## src/sv/s2lab_pkg.sv

```systemverilog
`default_nettype none
// ----------------------------------------------------------------------------
// s2lab_pkg: shared types, constants and ROM builder
// Fixed-point constants for the sRGB to CIELAB (D50) datapath.
// ----------------------------------------------------------------------------
package s2lab_pkg;

	// linear component, unsigned Q1.16
	typedef logic [16:0] lin_t;
	typedef lin_t lin_rom_t [256];

	// white-scaled XYZ item passed to the Lab stage
	typedef struct packed {
		logic [16:0] x;
		logic [16:0] y;
		logic [16:0] z;
	} xyz_t;

	// running state of the restoring cube root
	typedef struct packed {
		logic [20:0] y;
		logic [41:0] y2;
		logic [62:0] y3;
	} cbrt_t;

	// matrix coefficients, Q0.16
	localparam logic [15:0] KXR = 16'd28577;
	localparam logic [15:0] KXG = 16'd25237;
	localparam logic [15:0] KXB = 16'd9377;
	localparam logic [15:0] KYR = 16'd14581;
	localparam logic [15:0] KYG = 16'd46982;
	localparam logic [15:0] KYB = 16'd3973;
	localparam logic [15:0] KZR = 16'd913;
	localparam logic [15:0] KZG = 16'd6363;
	localparam logic [15:0] KZB = 16'd46805;

	// white point divisors and their floor reciprocals
	localparam logic [15:0] WHITE_X = 16'd63191;
	localparam logic [15:0] WHITE_Z = 16'd54081;
	localparam logic [32:0] RECIP_X = 33'((64'd1 << 48) / 64'd63191);
	localparam logic [32:0] RECIP_Z = 33'((64'd1 << 48) / 64'd54081);

	// linear segment of f(t)
	localparam logic [11:0] LIN_DIV   = 12'd3132;
	localparam logic [32:0] RECIP_L   = 33'((64'd1 << 44) / 64'd3132);
	localparam logic [29:0] LIN_MUL   = 30'd390224;
	localparam logic [29:0] LIN_OFS   = 30'd452984832;
	localparam logic [31:0] KNEE      = 32'd14155776;
	localparam logic [14:0] KNEE_MUL  = 15'd24389;

	// Lab output scaling
	localparam logic [11:0] L_MUL     = 12'd2958;
	localparam logic [12:0] L_OFS     = 13'd403;
	localparam logic [12:0] RECIP_10  = 13'd6554;

	localparam logic [20:0] F_ONE     = 21'd1048576;
	localparam logic [16:0] T_MAX     = 17'd65536;
	localparam int          CBRT_STEPS = 21;

	function automatic longint unsigned pow5_q30(input longint unsigned t);
		longint unsigned p;
		p = (t * t) >> 30;
		p = (p * p) >> 30;
		return (p * t) >> 30;
	endfunction

	function automatic longint unsigned root5_q30(input longint unsigned s);
		longint unsigned y;
		longint unsigned cand;
		y = 0;
		for (int b = 30; b >= 0; b--) begin
			cand = y | (64'd1 << b);
			if (cand <= (64'd1 << 30) && pow5_q30(cand) <= s)
				y = cand;
		end
		return y;
	endfunction

	// sRGB decoding curve, one entry per code
	function automatic lin_rom_t build_lin_rom();
		lin_rom_t rom;
		longint unsigned lin30;
		longint unsigned v30;
		longint unsigned s30;
		for (int c = 0; c < 256; c++) begin
			if (64'(c) * 64'd100000 <= 64'd1031475) begin
				lin30 = ((64'(c) * 64'd100) << 30) / 64'd329460;
			end else begin
				v30 = ((64'd1000 * 64'(c) + 64'd14025) << 30) / 64'd269025;
				s30 = (v30 * v30) >> 30;
				lin30 = (s30 * root5_q30(s30)) >> 30;
			end
			rom[c] = 17'((lin30 + 64'd8192) >> 14);
		end
		return rom;
	endfunction

	localparam lin_rom_t LIN_ROM = build_lin_rom();

endpackage
`default_nettype wire

```

## src/sv/s2lab_out.sv

```systemverilog
`default_nettype none
// ----------------------------------------------------------------------------
// s2lab_out: final L, a, b scaling with rounding and saturation
// Two register stages: products, then shift, divide by ten and clamp.
// ----------------------------------------------------------------------------
module s2lab_out (
	input  wire logic              clk,
	input  wire logic              arst_n,
	input  wire logic              in_vld,
	input  wire logic [20:0]       fx,
	input  wire logic [20:0]       fy,
	input  wire logic [20:0]       fz,
	output      logic              out_vld,
	output      logic [7:0]        lightness,
	output      logic signed [7:0] a_star,
	output      logic signed [7:0] b_star
);
	import s2lab_pkg::*;

	logic               v_s1, v_s2;
	logic [31:0]        pl_s1;
	logic signed [31:0] da_s1, db_s1;
	logic [7:0]         l_s2;
	logic signed [7:0]  a_s2, b_s2;

	logic signed [21:0] dxy_c, dyz_c;
	logic signed [12:0] vl_c;
	logic [24:0]        ml_c;
	logic signed [31:0] sa_c, sb_c;

	always_ff @(posedge clk or negedge arst_n) begin
		if (!arst_n) begin
			v_s1 <= 1'b0;
			v_s2 <= 1'b0;
		end else begin
			v_s1 <= in_vld;
			v_s2 <= v_s1;
		end
	end

	// stage 1: scale products
	always_comb begin
		dxy_c = $signed({1'b0, fx}) - $signed({1'b0, fy});
		dyz_c = $signed({1'b0, fy}) - $signed({1'b0, fz});
	end

	always_ff @(posedge clk) begin
		pl_s1 <= 32'(L_MUL * fy);
		da_s1 <= 32'(dxy_c) * 32'sd500;
		db_s1 <= 32'(dyz_c) * 32'sd200;
	end

	// stage 2: shifts (floor for L, rounded for a and b), divide by ten, saturate
	always_comb begin
		vl_c = $signed({1'b0, pl_s1[31:20]}) - $signed(L_OFS);
		ml_c = 25'(vl_c[11:0] * RECIP_10);
		sa_c = (da_s1 + 32'sd524288) >>> 20;
		sb_c = (db_s1 + 32'sd524288) >>> 20;
	end

	always_ff @(posedge clk) begin
		if (vl_c < 0)
			l_s2 <= 8'd0;
		else if (ml_c[24:16] > 9'd255)
			l_s2 <= 8'd255;
		else
			l_s2 <= ml_c[23:16];

		if (sa_c > 32'sd127)
			a_s2 <= 8'sd127;
		else if (sa_c < -32'sd128)
			a_s2 <= -8'sd128;
		else
			a_s2 <= sa_c[7:0];

		if (sb_c > 32'sd127)
			b_s2 <= 8'sd127;
		else if (sb_c < -32'sd128)
			b_s2 <= -8'sd128;
		else
			b_s2 <= sb_c[7:0];
	end

	assign out_vld   = v_s2;
	assign lightness = l_s2;
	assign a_star    = a_s2;
	assign b_star    = b_s2;

endmodule
`default_nettype wire

```

## config.mk

```make
export PLATFORM = sky130hd
export DESIGN_NAME = s2lab_out
export DESIGN_NICKNAME = d
export VERILOG_FILES = /design/src/sv/s2lab_pkg.sv /design/src/sv/s2lab_out.sv
export SDC_FILE = /design/constraint.sdc
export NUM_CORES = 1
export LEC_CHECK = 0
export ABC_AREA = 1
export BUFFER_PORTS_ARGS = -buffer_cell sky130_fd_sc_hd__clkbuf_2
export CAP_MARGIN = 5
export CORE_MARGIN = 8
export CORE_UTILIZATION = 33
export DETAILED_ROUTE_END_ITERATION = 7
export HOLD_SLACK_MARGIN = 0.1
export SYNTH_ARGS = -nofsm -noshare
export SYNTH_HDL_FRONTEND = slang
export SYNTH_SLANG_ARGS = --single-unit
```

## constraint.sdc

```tcl
create_clock -name clk -period 11.6 [get_ports clk]
set_input_delay 1.16 -clock clk [delete_from_list [all_inputs] [get_ports clk]]
set_output_delay 1.16 -clock clk [all_outputs]
set_load 0.05 [all_outputs]
```

## Word-level counts from Yosys, hierarchy flattened

Index checks and enable logic that the tools add are counted.

- $add $sub $neg: 5
- $mul: 4
- $lt $le $gt $ge: 6
- Mux-type cells: 3

Operator list:

| operator | count |
|---|---|
| adder 32 x 21 -> 32 bit, second input constant | 2 |
| subtractor 21 x 21 -> 22 bit | 2 |
| multiplier 11 x 21 -> 31 bit, first input constant | 1 |
| multiplier 22 x 8 -> 30 bit, second input constant | 1 |
| multiplier 22 x 6 -> 28 bit, second input constant | 1 |
| > comparator 12 x 8 -> 1 bit, second input constant | 2 |
| < comparator 12 x 8 -> 1 bit, second input constant | 2 |
| multiplier 12 x 12 -> 24 bit, second input constant | 1 |
| 2-to-1 mux 8 bit | 3 |
| < comparator 13 x 1 -> 1 bit, second input constant | 1 |
| subtractor 12 x 9 -> 13 bit, second input constant | 1 |
| > comparator 9 x 8 -> 1 bit, second input constant | 1 |

- Flip-flop bits (word level): 116
- Input bits: 66
- Output and inout port bits: 25
- Word-level logic and storage cells: 26

## Logic depth before layout (Yosys ltp)

Gate-level depths: netlist of run 1.

- Depth in word-level cells: 4
- Gate-level depth with buffers: 33
- Mapped depth without buffers: 33

## Least setup slack after synthesis of run 1

OpenSTA, ideal clock, no wires.

- Path kind: input to register
- From: input port fx[0]
- To: register da_s1[31]
- Setup time: 0.112 ns
- Arrival time: 6.142 ns
- Required time: 11.488 ns
- Setup slack: 5.346 ns
- Stages on the path: 28
- Buffers on the path: 0
- Cells stage by stage: inv_1 > ha_1 > inv_1 > fa_1 > nand3_1 > nand2_1 > a21boi_2 > o21ai_2 > a21oi_4 > o21ai_0 > nand2_1 > nand2_1 > fa_1 > inv_1 > fa_1 > inv_1 > fa_1 > inv_1 > fa_1 > ha_1 > a21oi_1 > inv_1 > a31oi_1 > o21ai_0 > a21oi_1 > nand2_1 > nand2_1 > nand2_1

- Word-level cells in the longest chain between the ends: 2

RTL lines:

| item | line | RTL |
|---|---|---|
| from (decl) | s2lab_out.sv:10 | `input wire logic [20:0] fx,` |
| subtractor 21 x 21 -> 22 bit | s2lab_out.sv:43 | `dxy_c = $signed({1'b0, fx}) - $signed({1'b0, fy});` |
| multiplier 22 x 8 -> 30 bit | s2lab_out.sv:49 | `da_s1 <= 32'(dxy_c) * 32'sd500;` |
| to (signal assigned) | s2lab_out.sv:49 |  |
| to (decl) | s2lab_out.sv:22 | `logic signed [31:0] da_s1, db_s1;` |

No other way between the ends.
A chain may end at the register's enable or synchronous reset.

## Worst setup path after layout of run 1

- From: input port fy[14]
- To: register da_s1[31]

- Word-level cells in the longest chain between the ends: 2

RTL lines:

| item | line | RTL |
|---|---|---|
| from (decl) | s2lab_out.sv:11 | `input wire logic [20:0] fy,` |
| subtractor 21 x 21 -> 22 bit | s2lab_out.sv:43 |  |
| multiplier 22 x 8 -> 30 bit | s2lab_out.sv:49 |  |

No other way between the ends.

==> out/qor.txt, run 1 <==
Status = finished, final reports clean
Fin Hold WS = 0.355 ns
Chip height = 253 um
Top cells by area, synth = ha_1 (25%), fa_1 (24%), inv_1 (13%)
Area Growth Syn to Fin = 9.28%
Vias in the first global route = 14,914
CTS root buf = clkbuf_16
Largest net degree at the start of global routing = 14
Yosys top cell area share = 25.1%
Max Fclk = 146 MHz
Post-layout min period = 6.86 ns
Register area share after synthesis = 6.84%
Worst Path Arrival = 7.10 ns
Critical-path cell list = clkbuf_2, inv_1, ha_1, a21oi_1, a21boi_0, o21ai_0, a21oi_1, nand3_1, xor2_1, ha_1, fa_1, fa_1, inv_1, fa_1, inv_1, ha_1, a21oi_1, o21a_1, o221ai_1, a21oi_1, nand2_1, nand2_1, nand2_1
Slowest stage delay, CP = 0.55 ns
H-tree levels = 3
Final GP Congestion = 0.912
TritonCTS clock tree = built
# diodes = 0
Critical Path Fanout Max = 9
#FFs+latches synth = 63
Vias = 14,877
Finished Cell Area = 20,300 um2
DRT Wirelength = 44,800 um
Post-CTS setup buffers = 0
Max_cap viols = 0
CTS Hold Bufs = 0
Port Buf Inserts = 90
Fin Clk Skew = 0.00769 ns
Syn nets = 3,085
Fin. Hold Viols = 0
Setup crit end kind = register
Worst slew pin tran = 0.755 ns
RSZ-0062 raised after global routing = no
Fin cells = 3,284
WP data required = 11.85 ns
Detail-routed via count per cell = 4.53
M3 GR Usage = 1.27%
Die Wd = 253 um
Critical-path top delay cell = fa_1
Total die area = 64,200 um2
Count of final setup violators = 0
Clock Latency Late Sink = 0.34 ns
Initial DRC count = 709
Number of core rows = 87
Met2 Resource Use GR = 23.6%
Clock sinks = 63
First-pass GRT wire length = 74,600 um
Post-synth cell types = 47
Post-Syn Instances = 2,422
Tightest Hold Check Type = reg2reg
Crit path launch type = primary input
Synthesized cell area = 18,600 um2
Core Region = 56,100 um2
Clock transition at the registers of the reported paths = 0.06 ns
# nets final = 3,186
Drt first pass iters = 7
DR WL/cell = 13.6 um
Total CTS buffers = 9
DP Wirelength = 40,500 um
Clock tree buffer depth = 2
Critical path type = in2reg
Final setup TNS = 0 ns
Mapped Avg Cell Area = 7.67 um2
Share of layout cells above drive strength 1 = 6.25%
Placed insts = 3,268
PostCTS Resize Cnt = 0
Met1 usage = 19.7%
# IOs = 91
Final slew viol count = 0
Yosys Warn Count = 0
Total track usage = 14.2%
Final Cycle Share = 59.1%
Buf/Inv on CP = 4
Starting Density = 33.1%
Largest delay share family, worst path = adder cells
Most frequent CP cell = a21oi_1
DRC = 0
Slew HR = 49.3%
Antenna-violating nets left = 0
Area leader, netlist = ha_1
Post-DP Area = 20,000 um2
Global routing's busiest layer = met2
Initial antenna violation count = 0
GRT overflow = 0
-- final timing paths --
kind | start | end | slack (ns) | depth (start not counted)
min in group asynchronous | arst_n | out_vld | 0.59 | 1
max in group asynchronous | arst_n | v_s1 | 10.92 | 1
min | v_s1 | out_vld | 0.35 | 0
min reg2reg | v_s1 | out_vld | 0.35 | 0
max | fy[14] | da_s1[31] | 4.74 | 23
max reg2reg | pl_s1[20] | lightness[6] | 5.91 | 29
-- Yosys cell counts (all sizes together) --
cell and count:
inv 641, nand2 415, ha 372, fa 225, a21oi 149, nor2 148
nand3 91, o21ai 80, xor2 74, dfxtp 61, nand4 27, xnor2 24
nor3 22, a21o 17, o21bai 16, nor4 10, o21a 9, a21boi 8
o211ai 8, a31oi 6, o221ai 4, and3 3, or2 3, dfrtp 2
nand3b 2, o31ai 2, a211oi 1, and2 1, o2111ai 1
-- stage by stage --
stage	setup WS, ns	utilization [%]
after global placement	4.45	35.6
after detailed placement	4.43	35.6
after floorplan	5.35	-
after global routing	4.34	36.2
after CTS	4.79	36.2
final	4.74	36.2
-- layout make-up --
| cell class | count | area [um2] |
|---|---|---|
| fill | 5997 | 35800 |
| multi-input combinational | 1718 | 14900 |
| inverter | 641 | 2410 |
| sequential | 63 | 1270 |
| tap | 756 | 946 |
| timing repair buffer | 90 | 450 |
| clock buffer | 9 | 225 |
| clock inverter | 7 | 103 |
-- cell usage in the layout, fill, tap and decap left out, drive strengths merged, types with 24 or more instances in the layout --
cell / instances
nand3: 91
o21ai: 80
clkbuf: 99
nor2: 148
nand4: 27
ha: 372
xnor2: 24
fa: 225
a21oi: 149
xor2: 74
inv: 644
nand2: 415
dfxtp: 61
-- layer usage --
layer,part of all wire [%],vias to the layer above
met1,51,6854
met3,2.6,27
met2,45,217
met4,1.7,0
li1,-,7779
met5,0,-
-- kinds of logic (layout without fill, tap and decap cells) --
family                   Yosys count  in the layout  synth area share [%]
XOR/XNOR                          98             98                  4.88
AND/OR/NAND/NOR                  722            722                  16.4
AO/OA/AOI/OAI                    301            301                  9.60
adder cells (fa/ha/maj)          597            597                  49.3
flip-flops                        63             63                  6.84
buffers and inverters            641            747                  12.9
-- flip-flops by register name, summed over array words and instances (netlist names) --
register	cells
da_s1	13
pl_s1	12
lightness	8
a_star	8
b_star	8
out_vld	1
db_s1	12
v_s1	1
Power of run 1 is left out: the tool's default activity adds up to more than one toggle a clock period on the data nets, which glitch-free logic cannot reach.
==> run 2: changes to the inputs <==
- clock period: 11.6 -> 7 ns (I/O delays scaled with it)
==> run 2 against run 1 <==
  * First-iteration DRC count is 0.71% lower
  * Sequential share of layout area down 0.063 points
  * Cell area grew 1.0%
  * Worst setup slack worse by 3.8 ns
  * Non-clock buffer count increased by 27
  * Register-to-register slack worse by 4.6 ns
  * Global-route usage is 0.27 points higher
  * Highest routed layer unchanged
==> out/qor.txt, run 2 (synthesis gave the netlist of run 1 again) <==
Port Buf Inserts = 90 (unchanged)
Biggest regs = da_s1: 13 flops, db_s1: 12 flops, pl_s1: 12 flops (unchanged)
RSZ-0062 raised after global routing = no (unchanged)
Fin Clk Skew = 0.00916 ns (was 0.00769 ns)
Post-layout min period = 6.02 ns
Area Growth Syn to Fin = 10.4% (was 9.28%)
DR WL/cell = 13.8 um (was 13.6 um)
Worst slew pin tran = 0.697 ns (was 0.755 ns)
Most frequent cells in the layout = inv_1 (637), nand2_1 (405), ha_1 (372) (unchanged)
Largest net degree at the start of global routing = 14 (unchanged)
Number of core rows = 87 (unchanged)
WP data required = 7.23 ns (was 11.85 ns)
Chip height = 253 um (unchanged)
Total CTS buffers = 9 (unchanged)
Fin. Hold Viols = 0 (unchanged)
Setup crit end kind = register (unchanged)
Starting Density = 33.1% (unchanged)
Initial DRC count = 704 (was 709)
DRT Wirelength = 45,600 um (was 44,800 um)
CTS Hold Bufs = 0 (unchanged)
Final core occ = 36.6% (was 36.2%)
Count of final setup violators = 0 (unchanged)
Critical path type = in2reg (unchanged)
Slew HR = 53.4% (was 49.3%)
Critical Path Fanout Max = 7 (was 9)
# nets final = 3,213 (was 3,186)
Post-CTS setup buffers = 0 (unchanged)
DP Wirelength = 41,900 um (was 40,500 um)
Clock transition at the registers of the reported paths = 0.06 ns (about the same)
GRT overflow = 0 (unchanged)
Max_cap viols = 0 (unchanged)
Clock Latency Late Sink = 0.35 ns (was 0.34 ns)
Core Region = 56,100 um2 (unchanged)
Clock sinks = 63 (unchanged)
Final Cycle Share = 85.9%
Drt first pass iters = 6 (was 7)
Total die area = 64,200 um2 (unchanged)
TritonCTS clock tree = built (unchanged)
# fillers = 5,987 (was 5,997)
Tightest Hold Check Type = in2async (was reg2reg)
PostCTS Resize Cnt = 0 (unchanged)
Detail-routed via count per cell = 4.56 (was 4.53)
DRC = 0 (unchanged)
Commonest non-fill, non-tap cell in the layout = inv_1 (unchanged)
Vias in the first global route = 14,992 (was 14,914)
H-tree levels = 3 (unchanged)
Top reg by flops = da_s1 (unchanged)
CTS root buf = clkbuf_16 (unchanged)
Crit path launch type = primary input (unchanged)
Antenna-violating nets left = 0 (unchanged)
Final GP Congestion = 0.873 (was 0.912)
Max reg flops = 13 (unchanged)
Clock tree buffer depth = 2 (unchanged)
Share of layout cells above drive strength 1 = 7.24% (was 6.25%)
Die Wd = 253 um (unchanged)
Final slew viol count = 0 (unchanged)
Final setup TNS = 0 ns (unchanged)
# IOs = 91 (unchanged)
Total track usage = 14.4% (was 14.2%)
First-pass GRT wire length = 75,700 um (was 74,600 um)
Initial antenna violation count = 1 (was 0)
Max Fclk = 166 MHz
Worst Path Arrival = 6.25 ns (was 7.10 ns)
Vias = 15,098 (was 14,877)
Status = finished, final reports clean (unchanged)
==> run 2: cell count changes in the layout (fill, tap and decap cells not counted), sizes merged <==
cell,before,now
buf,0,27
diode,0,1
==> run 2: metrics by stage <==
stage	std cells	setup WS, ns	hold WS (ns)	instance area (um2)
CTS	3311	1.00	0.101	20500
global route	3311	0.511	0.104	20500
finish	3312	0.984	0.119	20500
global placement	3295	0.649	0.334	20200
detailed placement	3295	0.623	0.342	20200
floorplan	2422	1.21	0.331	18600
==> run 2: final cells by class <==
type,instances,area [um2],share of cell area [%]
flip-flops and latches,63,1270,6.20
clock inverters,7,103,0.500
diodes,1,2.50,0.0122
inverters,641,2410,11.7
repair buffers,117,653,3.18
well taps,756,946,4.61
clock buffers,9,225,1.10
multi-input cells,1718,14900,72.7
==> run 2: path summary, 6_finish.rpt <==
| path | from | slack (ns) | to | depth (start not counted) |
|---|---|---|---|---|
| min in group clk | v_s1 | 0.35 | out_vld | 0 |
| setup / recovery | fy[14] | 0.98 | da_s1[30] | 23 |
| hold / removal | arst_n | 0.12 | out_vld | 1 |
| setup reg to reg | pl_s1[20] | 1.33 | lightness[6] | 27 |
| hold reg to reg | v_s1 | 0.35 | out_vld | 0 |
| max in group asynchronous | arst_n | 6.79 | v_s1 | 1 |
==> run 2: routing by layer <==
metal,track usage (%),part of all wire [%],routed length [um]
met3,1.20,3.0,1360
met2,24.7,46,21200
met5,0,0,0
met4,2.58,1.2,535
met1,20.0,49,22500
==> run 2: critical path: stages <==
cell	delay, ns
clkbuf_2	0.13
inv_1	0.06
ha_1	0.36
a21oi_1	0.22
a21boi_0	0.41
o21ai_0	0.13
a21oi_1	0.17
nand3_1	0.18
xor2_1	0.46
fa_1	0.52
fa_1	0.47
fa_1	0.54
inv_1	0.05
fa_1	0.53
inv_1	0.04
ha_1	0.35
a21oi_1	0.19
o21ai_0	0.13
a21oi_1	0.15
o21ai_0	0.10
a21oi_1	0.13
nand2_1	0.08
xor2_1	0.14
Power of run 2 is left out for the same reason.
==> run 3: changes to the inputs <==
- CORE_UTILIZATION: 33 -> 25
==> run 3 against run 2 <==
  * Hold slack better by 0.25 ns
  * Flip-flop and latch count unchanged
  * Final cell count up 6.4%
  * Critical endpoint is now da_s1[31]
  * Largest cell class unchanged
==> out/qor.txt, run 3 (synthesis gave the netlist of run 1 again) <==
RSZ-0062 raised after global routing = no (unchanged)
Total track usage = 11.6% (was 14.4%)
Worst slew pin tran = 0.710 ns (was 0.697 ns)
Placed insts = 3,504 (was 3,295)
Slew HR = 52.5% (was 53.4%)
Max_cap viols = 0 (unchanged)
GRT overflow = 0 (unchanged)
Chip height = 289 um (was 253 um)
Antenna-violating nets left = 0 (unchanged)
M3 GR Usage = 1.36% (was 1.20%)
Post-CTS setup buffers = 0 (unchanged)
DR WL/cell = 13.4 um (was 13.8 um)
Vias = 15,076 (was 15,098)
Max Fclk = 162 MHz (was 166 MHz)
Post-layout min period = 6.17 ns (was 6.02 ns)
Number of core rows = 100 (was 87)
Count of final setup violators = 0 (unchanged)
Status = finished, final reports clean (unchanged)
Final Cycle Share = 88.2% (was 85.9%)
DP Wirelength = 43,000 um (was 41,900 um)
Critical path type = in2reg (unchanged)
Largest net degree at the start of global routing = 14 (unchanged)
Drt first pass iters = 6 (unchanged)
Starting Density = 25.1% (was 33.1%)
Detail-routed via count per cell = 4.28 (was 4.56)
Initial antenna violation count = 2 (was 1)
Global routing's busiest layer = met2 (unchanged)
DRT Wirelength = 47,100 um (was 45,600 um)
Crit path launch type = primary input (unchanged)
Final WS setup = 0.828 ns (was 0.984 ns)
# nets final = 3,210 (was 3,213)
Area Growth Syn to Fin = 11.7% (was 10.4%)
Setup crit end kind = register (unchanged)
Fin Clk Skew = 0.00922 ns (was 0.00916 ns)
Most frequent cells in the layout = inv_1 (637), nand2_1 (405), ha_1 (372) (unchanged)
Final slew viol count = 0 (unchanged)
Total CTS buffers = 9 (unchanged)
Clock transition at the registers of the reported paths = 0.07 ns (was 0.06 ns)
Final GP Congestion = 0.885 (was 0.873)
Fin cells = 3,523 (was 3,312)
# IOs = 91 (unchanged)
Fin. Hold Viols = 0 (unchanged)
Slowest stage delay, CP = 0.57 ns (was 0.54 ns)
Critical-path top delay cell = fa_1 (unchanged)
Initial DRC count = 583 (was 704)
Tightest Hold Check Type = reg2reg (was in2async)
Clock tree buffer depth = 2 (unchanged)
First-pass GRT wire length = 78,300 um (was 75,700 um)
Setup WS pre-CTS = 0.454 ns (was 0.623 ns)
Worst Path Arrival = 6.42 ns (was 6.25 ns)
CTS root buf = clkbuf_16 (unchanged)
WP data required = 7.25 ns (was 7.23 ns)
Die Wd = 289 um (was 253 um)
Max reg flops = 13 (unchanged)
Top reg by flops = da_s1 (unchanged)
Total die area = 83,300 um2 (was 64,200 um2)
TritonCTS clock tree = built (unchanged)
Critical Path Fanout Max = 7 (unchanged)
Biggest regs = da_s1: 13 flops, db_s1: 12 flops, pl_s1: 12 flops (unchanged)
Core Region = 74,100 um2 (was 56,100 um2)
Vias in the first global route = 15,306 (was 14,992)
Clock Latency Late Sink = 0.36 ns (was 0.35 ns)
RR Startpoint = pl_s1[20] (unchanged)
Final setup TNS = 0 ns (unchanged)
Commonest non-fill, non-tap cell in the layout = inv_1 (unchanged)
Setup crit start = fx[0] (was fy[14])
Met2 Resource Use GR = 19.7% (was 24.7%)
Hold_sp = v_s1
Clock sinks = 63 (unchanged)
DRC = 0 (unchanged)
Share of layout cells above drive strength 1 = 7.09% (was 7.24%)
Port Buf Inserts = 90 (unchanged)
H-tree levels = 3 (unchanged)
Met1 usage = 15.8% (was 20.0%)
[run 3: changes by cell type in the layout (fill, tap and decap cells not counted), sizes merged]
cell / change
clkinvlp: -1
clkinv: +1
dlygate4sd3: +1
buf: -4
diode: +1
[run 3: timing repair]
item                      4_1_cts  5_1_grt
hold endpoints to repair        2        0
resized for setup               0        0
hold buffers                    1        0
[run 3: layer usage]
metal  part of all wire [%]  routed length [um]
met4                    1.4                 657
met2                     46               21700
met5                      0                   0
met3                    3.0                1430
met1                     49               23300
[run 3: final timing paths]
| path | end | slack [ns] | cells after the start |
|---|---|---|---|
| min in group asynchronous | v_s1 | 0.65 | 2 |
| hold reg to reg | out_vld | 0.37 | 0 |
| setup reg to reg | lightness[3] | 1.39 | 27 |
| hold / removal | out_vld | 0.37 | 0 |
| max in group asynchronous | out_vld | 6.25 | 2 |
| setup / recovery | da_s1[31] | 0.83 | 29 |
[run 3: metrics by stage]
stage                     hold slack (ns)  instance area, um2  utilization, %
after detailed placement            0.336               20400            27.6
after global placement              0.334               20400            27.6
after CTS                           0.374               20800            28.0
after global routing                0.378               20800            28.0
final                               0.370               20800            28.0
after floorplan                     0.331               18600               -
[run 3: layout make-up]
| type | instances | area, um2 |
|---|---|---|
| fillers | 8158 | 53300 |
| multi-input cells | 1718 | 14900 |
| inverters | 641 | 2410 |
| flip-flops and latches | 63 | 1270 |
| well taps | 969 | 1210 |
| repair buffers | 114 | 633 |
| clock buffers | 9 | 225 |
| clock inverters | 7 | 103 |
| diodes | 2 | 5.00 |
[run 3: worst max-delay path, delay by kind of cell]
kind | cells | cell delay, ns
adders and majority gates | 7 | 3.05
AOI/OAI and AO/OA | 8 | 1.49
and+or+nand+nor | 7 | 0.66
buffers and inverters | 7 | 0.51
Power of run 3 is left out for the same reason.
